[config.mk]
export PLATFORM = sky130hd
export DESIGN_NAME = tzr_fifo
export DESIGN_NICKNAME = d
export VERILOG_FILES = /design/src/rtl/tzr_pkg.sv /design/src/rtl/tzr_fifo.sv
export SDC_FILE = /design/constraint.sdc
export NUM_CORES = 1
export LEC_CHECK = 0
export ABC_AREA = 1
export BUFFER_PORTS_ARGS = -buffer_cell sky130_fd_sc_hd__buf_4
export CORE_MARGIN = 1.5
export CORE_UTILIZATION = 52
export CTS_CLUSTER_SIZE = 8
export DETAILED_ROUTE_END_ITERATION = 7
export PLACE_DENSITY = 0.76
export SYNTH_ARGS = -nofsm -noshare
export SYNTH_HDL_FRONTEND = slang
export SYNTH_SLANG_ARGS = --single-unit
export TNS_END_PERCENT = 30
[constraint.sdc]
create_clock -name clk -period 13.1 [get_ports clk]
set_clock_uncertainty 0.15 [all_clocks]
set_input_delay 0.655 -clock clk [delete_from_list [all_inputs] [get_ports clk]]
set_output_delay 0.655 -clock clk [all_outputs]
set_load 0.01 [all_outputs]
[src/rtl/tzr_pkg.sv]
// Shared types, field widths and codes for the triangle depth-buffer rasteriser.
`timescale 1ns / 1ps
`default_nettype none
package tzr_pkg;

  // Screen size defaults
  localparam int DEF_WIDTH  = 128;
  localparam int DEF_HEIGHT = 128;

  // Item kinds
  localparam logic [1:0] MODE_CLEAR = 2'd0;
  localparam logic [1:0] MODE_DRAW  = 2'd1;
  localparam logic [1:0] MODE_READ  = 2'd2;
  localparam logic [1:0] MODE_NOP   = 2'd3;  // unused kind, does nothing

  // Field widths
  localparam int CW        = 11;  // screen coordinate 0..2047
  localparam int ADDR_MAXW = 22;  // pixel address for the largest screen
  localparam int QW        = 48;  // quotient and numerator of depth division
  localparam int DW        = 26;  // determinant magnitude and remainder
  localparam int UW        = 28;  // edge function values
  localparam int QDEPTH    = 2;   // command queue entries

  // Cleared pixel contents
  localparam logic [15:0] CLR_DEPTH = 16'hFFFF;
  localparam logic [31:0] CLR_COLOR = 32'h0000_00FF;
  localparam logic [14:0] CNT_MAX   = 15'h7FFF;

  // Classified command passed from the front end to the back end
  typedef struct packed {
    logic [1:0]              mode;
    logic                    box_empty;
    logic                    rd_ok;
    logic signed [11:0]      ax;
    logic signed [11:0]      ay;
    logic signed [15:0]      az;
    logic signed [12:0]      abx;
    logic signed [12:0]      aby;
    logic signed [16:0]      abz;
    logic signed [12:0]      acx;
    logic signed [12:0]      acy;
    logic signed [16:0]      acz;
    logic [CW-1:0]           x0;
    logic [CW-1:0]           x1;
    logic [CW-1:0]           y0;
    logic [CW-1:0]           y1;
    logic [ADDR_MAXW-1:0]    addr;
    logic [31:0]             color;
  } cmd_t;

  // Floor quotient with remainder
  typedef struct packed {
    logic signed [QW-1:0] q;
    logic [DW-1:0]        r;
  } qr_t;

endpackage
`default_nettype wire

[src/rtl/tzr_fifo.sv]
// Short command queue between the front end and the back end.
`timescale 1ns / 1ps
`default_nettype none
module tzr_fifo (
  input  wire logic          clk,
  input  wire logic          rst,
  input  wire logic          push,
  input  tzr_pkg::cmd_t      wr_cmd,
  input  wire logic          pop,
  output tzr_pkg::cmd_t      rd_cmd,
  output logic               full,
  output logic               not_empty
);

  localparam int QPW = (tzr_pkg::QDEPTH > 1) ? $clog2(tzr_pkg::QDEPTH) : 1;
  localparam int CNTW = $clog2(tzr_pkg::QDEPTH + 1);

  tzr_pkg::cmd_t entries [tzr_pkg::QDEPTH];
  logic [QPW-1:0]  wr_ptr, rd_ptr;
  logic [CNTW-1:0] count;

  assign full      = (count == CNTW'(tzr_pkg::QDEPTH));
  assign not_empty = (count != '0);
  assign rd_cmd    = entries[rd_ptr];

  // Pointers and fill level
  always_ff @(posedge clk) begin
    if (rst) begin
      wr_ptr <= '0;
      rd_ptr <= '0;
      count  <= '0;
    end else begin
      if (push) begin
        wr_ptr <= (wr_ptr == QPW'(tzr_pkg::QDEPTH - 1)) ? '0 : wr_ptr + 1'b1;
      end
      if (pop) begin
        rd_ptr <= (rd_ptr == QPW'(tzr_pkg::QDEPTH - 1)) ? '0 : rd_ptr + 1'b1;
      end
      if (push && !pop) count <= count + 1'b1;
      else if (pop && !push) count <= count - 1'b1;
    end
  end

  // Storage
  always_ff @(posedge clk) begin
    if (push) entries[wr_ptr] <= wr_cmd;
  end

endmodule
`default_nettype wire

# [Yosys cells after proc, flatten, opt, wreduce, memory -nomap -nowiden]
# Memory sizes are Yosys's and may differ from the RTL's. A register that Yosys moved wholly into a read port is not among the register bits.
# Cells that the tools add are included.
[classes] addsub=4 n_eq_ne=1 mux=8 reduce_logical=6
[op_table] operator="two-way mux 1 bit" count=6
[op_table] operator="two-way mux 2 bit" count=2
[op_table] operator="nonzero test 2 bit" count=2
[op_table] operator="adder 1 bit (second input constant)" count=2
[op_table] operator="adder 2 x 1 -> 2 bit (second input constant)" count=1
[op_table] operator="equality test 2 bit (second input constant)" count=1
[op_table] operator="logical AND 1 bit" count=2
[op_table] operator="zero test 1 bit" count=2
[op_table] operator="subtractor 2 x 1 -> 2 bit (second input constant)" count=1
[totals] register_bits=4 ram_bits=456 word_cells=23 mem_count=1
[mem_list] memory="entries" depth=2 word_bits=228 rd=1 rd_ports_with_merged_regs=1 wr=1 line="tzr_fifo.sv:18" source="tzr_pkg::cmd_t entries [tzr_pkg::QDEPTH];"

# [Longest topological paths before layout]
[logic_depth] ltp_word=4 mapped_depth=8

# [Worst setup path before layout]
# OpenSTA, ideal clock, no wires.
[synth_path] path_kind="input -> register" startpoint="input push" endpoint="memory entries[0][0] (netlist bit), enable pin" setup_time_ns=0.827 arrival_ns=10.221 path_slack_ns=1.902 stages=2 n_path_buf=0 cell_sequence="inv_1 > nor2_1"
[synth_between] elab_chain_cells=2
[synth_rtl] element="from (decl)" line="tzr_fifo.sv:7" source="input wire logic push,"
[synth_rtl] element="two-way mux 1 bit" line="tzr_fifo.sv:46" source="if (push) entries[wr_ptr] <= wr_cmd;"
[synth_rtl] element="two-way mux 1 bit (not written as such)" line="tzr_fifo.sv:46"
[synth_rtl] element="to (decl)" line="tzr_fifo.sv:18"
# Every way passes these cells.

==> flow_summary.yaml <==
clocking:
  cts.sinks: 461
  htree_levels: 3
  post_cts_buffers: 0
  cts_made_buffers: 67
  clock_latency_ns: 0.53
  cts-resized-gates: 0
  cts_tree: "yes"
  cts_hold_buf: 0
  clk_transition_reported_paths_ns: 0.05
  root_buffer: "clkbuf_16"
  clockBufferDepth: 3
sta:
  slew_headroom_pct: 25.3
  period_needed_ns: 4.04
  worst_slew_pin_slew_ns: 1.12
  rsz0062_at_grt: "no"
  setup_violations: 0
  max_freq_mhz: 248
  hold_viol: 0
  fin_setup_tns_ns: 0
  min_period_over_period_pct: 30.8
  finalMaxSlewViolations: 0
critical_path:
  crit_fanout: 79
  worstPathRequired_ns: 12.30
  rrSetupSlack_ns: 10.52
  critical_path_class: "reg -> out"
  cp.arrival_ns: 3.23
  reg2reg_to: "entries[0][125]"
  cp-end-kind: "output port"
  timing.rr.start: "wr_ptr"
  start_kind: "flip-flop"
  reg2reg_depth: 2
yosys:
  yosysUniqueCellTypes: 15
  seq_area_frac_synth_pct: 82.3
  yosys_register_bits: 461
  yosys_warnings: 0
  avgSynthCellArea_sq_um: 22.6
  syn_nets: 975
  syn_inst: 742
  synth_area_sq_um: 16800
floorplanning:
  initial_core_util_pct: 53.0
  dieArea_sq_um: 33300
  std_cell_rows: 65
  io_pins: 462
  dieHeight_microns: 183
  core-area_sq_um: 31600
  die-width_microns: 183
global_routing:
  antenna_found_initial: 1
  grt_overflow: 0
  grt_pass1_vias: 9372
  grt_usage_pct: 21.8
  grt_first_pass_wirelength_microns: 53300
  grt_start_max_net_pins: 125
placed_design:
  post-dp-hpwl_microns: 24400
  place.gp.congestion: 0.785
  port_buffers: 461
min_path:
  holdPathEnd: "entries[1][28]"
  min_path_cells: 1
  hold_class: "in -> reg"
  holdCritStartpoint: "wr_cmd[28]"
pwr:
  power_density_nw_per_um2: 163
  ir_worst_vdd_uv: 121
  power_w: 0.00365
  p_leak_nw: 8.42
drt:
  drt_first_iter_violations: 458
  wl_per_cell_microns: 22.1
  drc: 0
  dr.pass1.iters: 6
  routed_wl_microns: 36900
  num_vias: 8790
  vias_per_cell: 5.27
  antenna_left: 0
cells_and_area:
  syn_to_final_growth_pct: 33.5
  drive_above_1_share_pct: 61.0
  nNetsFinal: 1487
  utilization_pct: 70.7
job:
  cap_violations: 0
run_status:
  outcome: "finished, final reports clean"
[worst max-delay path, stage by stage, from the launching register on]
cell	delay (ns)
dfxtp_4	0.98
buf_4	0.91
mux2_2	0.46
buf_4	0.16
[power by group]
group / leakage [nW] / internal [W] / switching, W
sequential: 4.32 / 0.00172 / 0.0000272
combinational: 3.19 / 0.000206 / 0.000177
clock: 0.909 / 0.000973 / 0.000548
total: 8.42 / 0.00290 / 0.000752
[how the worst max path moves through the flow]
stage               from       endpoint  slack [ns]  depth (start not counted)
6_report       flip-flop     rd_cmd[48]        9.06                          3
5_1_grt        flip-flop     rd_cmd[48]        8.91                          3
4_1_cts        flip-flop    rd_cmd[143]        9.07                          3
3_5_place_dp   flip-flop    rd_cmd[143]        9.63                          3
3_3_place_gp   flip-flop    rd_cmd[143]        9.58                          3
2_1_floorplan       push  entries[0][0]        1.90                          2
[stage by stage]
| stage | instance area [sq um] | std cells | hold slack [ns] | setup WS [ns] |
|---|---|---|---|---|
| 3_3_place_gp | 20500 | 1587 | 0.340 | 9.58 |
| 5_1_grt | 22400 | 1669 | 0.119 | 8.91 |
| 2_1_floorplan | 16800 | 742 | 0.330 | 1.90 |
| 3_5_place_dp | 20500 | 1587 | 0.371 | 9.63 |
| 6_report | 22400 | 1669 | 0.148 | 9.06 |
| 4_1_cts | 22400 | 1668 | 0.120 | 9.07 |
[kinds of logic after synthesis]
kind of cell / share of synthesized area, %
DFF: 82.3
muxes: 15.3
buffers and inverters: 1.86
and+or+nand+nor: 0.366
AOI/OAI and AO/OA: 0.0596
xor gates and xnor gates: 0.0523
adders and majority gates: 0.0746
[cell type report]
type | instances | area, sq um
flip-flops and latches | 461 | 13800
fillers | 1964 | 9260
repair buffers | 468 | 3510
multi-input cells | 247 | 2670
clock buffers | 80 | 1850
well taps | 402 | 503
inverters | 9 | 41.3
clock inverters | 1 | 3.75
diodes | 1 | 2.50
[synthesized netlist by cell type]
cell	number	area, sq um
nand3_1	1	5.00
edfxtp_1	456	13700
xnor2_1	1	8.76
mux2_2	228	2570
nand2_1	6	22.5
nor2_1	6	22.5
buf_4	1	7.51
buf_6	24	270
nand4_1	1	6.26
nor3_1	1	5.00
dfxtp_1	5	100
o21ai_0	1	5.00
ha_1	1	12.5
a21oi_1	1	5.00
inv_1	9	33.8
[routing by layer]
layer | vias to the layer above | track usage [%] | part of all wire [%]
met5 | - | 0 | 0
met2 | 399 | 38.2 | 52
met1 | 4336 | 22.8 | 34
met4 | 0 | 12.1 | 4.6
li1 | 3955 | - | -
met3 | 100 | 7.68 | 9.3
[state kept, by name, summed over array words and instances, names as in the netlist, named ones only]
name	cells
count	2
entries	456
rd_ptr	1
wr_ptr	1
[cell usage in the layout (no fill, tap or decap)]
master	instances
dfxtp_4	1
a21oi_1	1
diode_2	1
nor3_1	1
ha_1	1
o21ai_0	1
dfxtp_1	4
nor2_1	5
buf_4	468
edfxtp_1	456
clkinv_1	1
xnor2_1	1
clkbuf_1	7
nand3_1	1
inv_8	1
clkbuf_16	73
nand2_1	6
mux2_2	228
inv_1	8
nor2_4	1
nand4_1	1
(Power assumes the default switching activity.)
