$ cat config.mk
export PLATFORM = sky130hd
export DESIGN_NAME = tzr_front
export DESIGN_NICKNAME = d
export VERILOG_FILES = /design/src/rtl/tzr_pkg.sv /design/src/rtl/tzr_front.sv
export SDC_FILE = /design/constraint.sdc
export NUM_CORES = 1
export LEC_CHECK = 0
export BUFFER_PORTS_ARGS = -buffer_cell sky130_fd_sc_hd__buf_4
export CORE_AREA = 2 2 148 150
export DETAILED_ROUTE_END_ITERATION = 8
export DIE_AREA = 0 0 150 152
export GPL_TIMING_DRIVEN = 0
export SETUP_SLACK_MARGIN = 0.5
export SLEW_MARGIN = 10
export SYNTH_ARGS = -nofsm -noshare
export SYNTH_HDL_FRONTEND = slang
export SYNTH_SLANG_ARGS = --single-unit
$ cat constraint.sdc
create_clock -name vclk -period 30.9
set_clock_uncertainty 0.2 [all_clocks]
set_input_delay 6.18 -clock vclk [all_inputs]
set_output_delay 6.18 -clock vclk [all_outputs]
set_load 0.02 [all_outputs]
$ cat src/rtl/tzr_pkg.sv
// Shared types, field widths and codes for the triangle depth-buffer rasteriser.
`timescale 1ns / 1ps
`default_nettype none
package tzr_pkg;

  // Screen size defaults
  localparam int DEF_WIDTH  = 128;
  localparam int DEF_HEIGHT = 128;

  // Item kinds
  localparam logic [1:0] MODE_CLEAR = 2'd0;
  localparam logic [1:0] MODE_DRAW  = 2'd1;
  localparam logic [1:0] MODE_READ  = 2'd2;
  localparam logic [1:0] MODE_NOP   = 2'd3;  // unused kind, does nothing

  // Field widths
  localparam int CW        = 11;  // screen coordinate 0..2047
  localparam int ADDR_MAXW = 22;  // pixel address for the largest screen
  localparam int QW        = 48;  // quotient and numerator of depth division
  localparam int DW        = 26;  // determinant magnitude and remainder
  localparam int UW        = 28;  // edge function values
  localparam int QDEPTH    = 2;   // command queue entries

  // Cleared pixel contents
  localparam logic [15:0] CLR_DEPTH = 16'hFFFF;
  localparam logic [31:0] CLR_COLOR = 32'h0000_00FF;
  localparam logic [14:0] CNT_MAX   = 15'h7FFF;

  // Classified command passed from the front end to the back end
  typedef struct packed {
    logic [1:0]              mode;
    logic                    box_empty;
    logic                    rd_ok;
    logic signed [11:0]      ax;
    logic signed [11:0]      ay;
    logic signed [15:0]      az;
    logic signed [12:0]      abx;
    logic signed [12:0]      aby;
    logic signed [16:0]      abz;
    logic signed [12:0]      acx;
    logic signed [12:0]      acy;
    logic signed [16:0]      acz;
    logic [CW-1:0]           x0;
    logic [CW-1:0]           x1;
    logic [CW-1:0]           y0;
    logic [CW-1:0]           y1;
    logic [ADDR_MAXW-1:0]    addr;
    logic [31:0]             color;
  } cmd_t;

  // Floor quotient with remainder
  typedef struct packed {
    logic signed [QW-1:0] q;
    logic [DW-1:0]        r;
  } qr_t;

endpackage
`default_nettype wire

$ cat src/rtl/tzr_front.sv
// Front end: takes input transfers apart and classifies them into commands.
`timescale 1ns / 1ps
`default_nettype none
module tzr_front #(
  parameter int WIDTH  = tzr_pkg::DEF_WIDTH,
  parameter int HEIGHT = tzr_pkg::DEF_HEIGHT
) (
  input  wire logic [1:0]   mode,
  input  wire logic [151:0] data,
  output tzr_pkg::cmd_t     cmd
);

  localparam logic signed [12:0] XLIM = 13'(WIDTH - 1);
  localparam logic signed [12:0] YLIM = 13'(HEIGHT - 1);

  logic signed [11:0] ax, ay, bx, by_coord, cx, cy;
  logic signed [15:0] az, bz, cz;
  logic signed [11:0] xmin, xmax, ymin, ymax;
  logic signed [12:0] xmin_e, xmax_e, ymin_e, ymax_e, ax_e, ay_e;
  logic [tzr_pkg::CW-1:0] x0, x1, y0, y1, xx, yy;
  logic [23:0] addr_full;

  // Unpack fields
  assign ax       = data[11:0];
  assign ay       = data[23:12];
  assign az       = data[39:24];
  assign bx       = data[51:40];
  assign by_coord = data[63:52];
  assign bz       = data[79:64];
  assign cx       = data[91:80];
  assign cy       = data[103:92];
  assign cz       = data[119:104];

  // Bounding box
  always_comb begin
    xmin = ax;
    if (bx < xmin) xmin = bx;
    if (cx < xmin) xmin = cx;
    xmax = ax;
    if (bx > xmax) xmax = bx;
    if (cx > xmax) xmax = cx;
    ymin = ay;
    if (by_coord < ymin) ymin = by_coord;
    if (cy < ymin) ymin = cy;
    ymax = ay;
    if (by_coord > ymax) ymax = by_coord;
    if (cy > ymax) ymax = cy;
  end

  assign xmin_e = 13'(xmin);
  assign xmax_e = 13'(xmax);
  assign ymin_e = 13'(ymin);
  assign ymax_e = 13'(ymax);
  assign ax_e   = 13'(ax);
  assign ay_e   = 13'(ay);

  // Clip to the screen
  assign x0 = (xmin < 0) ? '0 : xmin[tzr_pkg::CW-1:0];
  assign y0 = (ymin < 0) ? '0 : ymin[tzr_pkg::CW-1:0];
  assign x1 = (xmax_e > XLIM) ? XLIM[tzr_pkg::CW-1:0] : xmax[tzr_pkg::CW-1:0];
  assign y1 = (ymax_e > YLIM) ? YLIM[tzr_pkg::CW-1:0] : ymax[tzr_pkg::CW-1:0];

  // Start pixel address: the read pixel, or the box corner for a draw
  assign xx = (mode == tzr_pkg::MODE_READ) ? ax[tzr_pkg::CW-1:0] : x0;
  assign yy = (mode == tzr_pkg::MODE_READ) ? ay[tzr_pkg::CW-1:0] : y0;
  assign addr_full = 24'(yy) * 24'(WIDTH) + 24'(xx);

  always_comb begin
    cmd.mode      = mode;
    cmd.box_empty = (xmax < 0) || (ymax < 0) || (xmin_e > XLIM) || (ymin_e > YLIM);
    cmd.rd_ok     = (ax >= 0) && (ax_e <= XLIM) && (ay >= 0) && (ay_e <= YLIM);
    cmd.ax        = ax;
    cmd.ay        = ay;
    cmd.az        = az;
    cmd.abx       = 13'(bx) - 13'(ax);
    cmd.aby       = 13'(by_coord) - 13'(ay);
    cmd.abz       = 17'(bz) - 17'(az);
    cmd.acx       = 13'(cx) - 13'(ax);
    cmd.acy       = 13'(cy) - 13'(ay);
    cmd.acz       = 17'(cz) - 17'(az);
    cmd.x0        = x0;
    cmd.x1        = x1;
    cmd.y0        = y0;
    cmd.y1        = y1;
    cmd.addr      = addr_full[tzr_pkg::ADDR_MAXW-1:0];
    cmd.color     = data[151:120];
  end

endmodule
`default_nettype wire

=== After elaboration in Yosys (flattened, before gate mapping) ===
Cells that the tools add are included.

* Flip-flop bits (word level): 0
* Output and inout port bits: 228
* Word-level logic and storage cells: 48

* Add/sub/neg operators: 7
* Magnitude comparators: 20
* Equality and inequality tests: 1
* Mux-type cells: 14
* Reductions and logical operators: 6

{| class="wikitable"
|+ Operators by type and width
! kind !! count
|-
| 12-bit two-way mux || 8
|-
| 11-bit two-way mux || 6
|-
| 12-bit by 12-bit subtractor with 13-bit output || 4
|-
| 12-bit greater-than comparator || 4
|-
| 12-bit by 8-bit greater-than comparator with 1-bit output (second input constant) || 4
|-
| 12-bit by 1-bit less-than comparator with 1-bit output (second input constant) || 4
|-
| 12-bit less-than comparator || 4
|-
| 16-bit by 16-bit subtractor with 17-bit output || 2
|-
| 12-bit by 1-bit greater-or-equal comparator with 1-bit output (second input constant) || 2
|-
| 12-bit by 8-bit <= comparator with 1-bit output (second input constant) || 2
|-
| 18-bit by 11-bit adder with 19-bit output || 1
|-
| 1-bit logical AND || 3
|-
| 1-bit logical OR || 3
|-
| 2-bit equality test (second input constant) || 1
|}

=== Depth between registers and ports, before layout ===
* Depth in word-level cells: 8
* Depth in mapped cells: 32
* Depth with buffers taken out: 29

=== Worst setup path before layout ===
Ideal clock, no wire load.

* Path type: input port to output port
* Start: in data[1]
* End: out cmd[46] in the netlist's numbering
* Data arrival time: 12.608 ns
* Data required time: 24.520 ns
* Setup slack: 11.912 ns
* Cell stages on the path: 32
* Cells stage by stage: inv_1 -> ha_1 -> nor2b_1 -> o21ai_0 -> a21boi_0 -> o21ai_0 -> a21boi_0 -> nor2_1 -> buf_1 -> mux2i_1 -> ha_1 -> a21o_1 -> a21o_1 -> a21o_1 -> a21o_1 -> a21o_1 -> a221o_1 -> nand2_1 -> o221a_2 -> clkbuf_1 -> or3_1 -> clkbuf_1 -> o221ai_1 -> ha_1 -> a21o_1 -> a21oi_1 -> nor2b_1 -> or2_2 -> nand2_1 -> nor4bb_1 -> xnor2_1 -> a211oi_1

{| class="wikitable"
|+ RTL lines
! item !! RTL line !! source
|-
| start, declared || tzr_front.sv:9 || <nowiki>input wire logic [151:0] data,</nowiki>
|-
| end, declared || tzr_front.sv:10 || <nowiki>output tzr_pkg::cmd_t cmd</nowiki>
|}

==> impl_metrics.csv <==
group,metric,value,unit
outcome,outcome,"finished clean",
synth,yosysMostFrequentCell,"ha_1",
grt,met1_usage,0.2791,
flow_run,max_cap_violations,0,
worst_setup_path,cp-start-kind,"input port",
placement,io_buffers,347,
detailed_routing,via_per_inst,5.197,
layout,area_delta_synth_final,40.42,%
sta,slew_violations,0,
layout,seq_cell_count,0,
placement,gp_congestion,0.8967,
worst_setup_path,worstSetupPathType,"input port to output pin",
detailed_routing,drt-total-wl,27380,µm
synth,synth_area_per_cell,6.922,µm²
sta,fin_ws,10.70,ns
worst_setup_path,startpoint,"data[1]",
worst_setup_path,end_kind,"output pin",
synth,synth.area.top_cells,"ha_1, buf_4, mux2i_1",
sta,rsz0062_at_grt,"false",
synth,ys_top_cells_by_count,"ha_1, inv_1, nor2_1, nand2_1, buf_4",
layout,final_cell_area,0.01029,mm²
clocking,cts_hold_buf,0,
grt,grtUsageTotal,0.2235,
layout,filler_cell_count,2215,
worst_setup_path,arrival,13.82,ns
grt,antenna_found_initial,0,
detailed_routing,antenna_left,0,
power,powerDensity,32.86,mW/mm²
grt,groute.layer.met3.usage,0.02643,
worst_setup_path,cp_data_required_time,24.52,ns
sta,worst_slew_pin_slew,0.7488,ns
layout,drive_gt1_frac,0.3239,
layout,postLayoutCoreUtil,0.4821,
die,die-width,150,µm
layout,clockBufferCount,0,
sta,min_period,20.20,ns
detailed_routing,wl_per_cell,16.22,µm
sta,fin_crit_sh,0.6538,
die,die_h,152,µm
synth,synthesis.area,0.007331,mm²
placement,place_area,0.01029,mm²
die,ios,382,
grt,grt_first_pass_wirelength,41970,µm
layout,multi_input_area,0.006262,mm²
die,fp.dieArea,0.02280,mm²
synth,synth_area_leader_cell,"ha_1",
synth,synthCells,1059,
grt,grt_max_degree,11,
sta,slew_headroom,0.4865,
detailed_routing,drc,0,
sta,hold_violations,0,
worst_setup_path,cp_slowest_stage_delay,0.56,ns
synth,ys_types,71,
placement,hpwl,23860,µm
clocking,cts_setup_buffers,0,
power,p_leak,5.401,nW
grt,overflow,0,
worst_setup_path,cp_max_fo,10,
grt,grtUsageMet2,0.4007,
sta,setup_violations,0,
min_path,hold_path.class,"input port to output pin",
clocking,post_cts_resized,0,
synth,synth_seq_area_share,0,
layout,fin_nets,1701,
worst_setup_path,critPathMostFrequentCell,"a21o_1",
die,start_util,0.3434,
placement,dp_slack,10.67,ns
detailed_routing,firstDrtPassIters,5,
synth,synth_top_area_share,0.2219,
sta,fmax,0.04950,GHz
worst_setup_path,cpMaxStageDelayCell,"buf_1",
worst_setup_path,crit_path_end,"cmd[46]",
layout,antenna_cells,0,
grt,grt_pass1_vias,8294,
layout,area.sequential,0,µm²
detailed_routing,vias,8772,
grt,busiest_layer,"met2",
power,peakVddDrop,0.01976,mV
synth,yosys_warnings,0,
die,core,0.02135,mm²
die,rows,54,
detailed_routing,drtIter0Drc,412,
min_path,holdPathStages,2,
sta,fin_tns_setup,0,ns
[report_power, final]
group	leakage [nW]	switching [mW]	total, mW	internal, mW
logic	5.40	0.195	0.338	0.143
registers	0	0	0	0
clock network	0	0	0	0
[worst min-delay path by stage]
stage,startpoint,endpoint,slack (ns)
5_1_grt,data[121],cmd[1],12.36
6_report,data[139],cmd[19],12.36
4_1_cts,data[139],cmd[19],12.36
3_3_place_gp,data[121],cmd[1],12.36
3_5_place_dp,data[139],cmd[19],12.36
2_1_floorplan,data[8],cmd[224],12.24
[critical path, delay by kind of cell]
family	cells	cell delay [ns]
and+or+nand+nor	8	1.19
xor gates and xnor gates	1	0.12
AOI/OAI and AO/OA	15	3.28
muxes	1	0.37
adders and majority gates	3	0.92
buffers and inverters	6	1.76
[metrics by stage]
stage               hold slack [ns]  power (mW)  cells
detailed placement            12.36      0.3376   1688
global route                  12.36      0.3661   1688
finish                        12.36      0.3383   1688
CTS                           12.36      0.3390   1688
floorplan                     12.24      0.2083   1061
global placement              12.36      0.3357   1688
[metal layers]
| layer | routed length [µm] | vias up | share of wire |
|---|---|---|---|
| li1 | - | 4400 | - |
| met1 | 11450 | 3981 | 0.42 |
| met2 | 13160 | 344 | 0.48 |
| met3 | 1954 | 47 | 0.071 |
| met4 | 821 | 0 | 0.030 |
| met5 | 0 | - | 0 |
[cells in the final DEF, fill, tap and decap left out, drive strengths merged, types with 14 or more instances in the layout]
cell / instances
xnor2: 34
mux2i: 55
o21ai: 68
ha: 130
inv: 108
buf: 430
a21boi: 22
nand3: 31
o31ai: 17
nor3: 19
nand2b: 14
xor2: 16
nand2: 79
nor2b: 26
nor2: 102
clkbuf: 16
a21oi: 56
nand4: 17
[area by class of cell]
class                      instances  area share
multi-input combinational        853      0.6084
timing repair buffer             347      0.2531
buffer                            99     0.06479
inverter                         109     0.03975
tap                              280     0.03403
[logic make-up (layout without fill, tap and decap cells)]
logic type	Yosys count	count (layout)	share of synthesized area
adders and majority gates	137	137	0.2410
AOI/OAI and AO/OA	266	266	0.2451
and+or+nand+nor	334	334	0.2190
xor gates and xnor gates	50	50	0.05974
muxes	63	63	0.08790
other	1	3	0.0005115
buffers and inverters	208	555	0.1468
No activity file was read; power rests on OpenSTA's default activity.
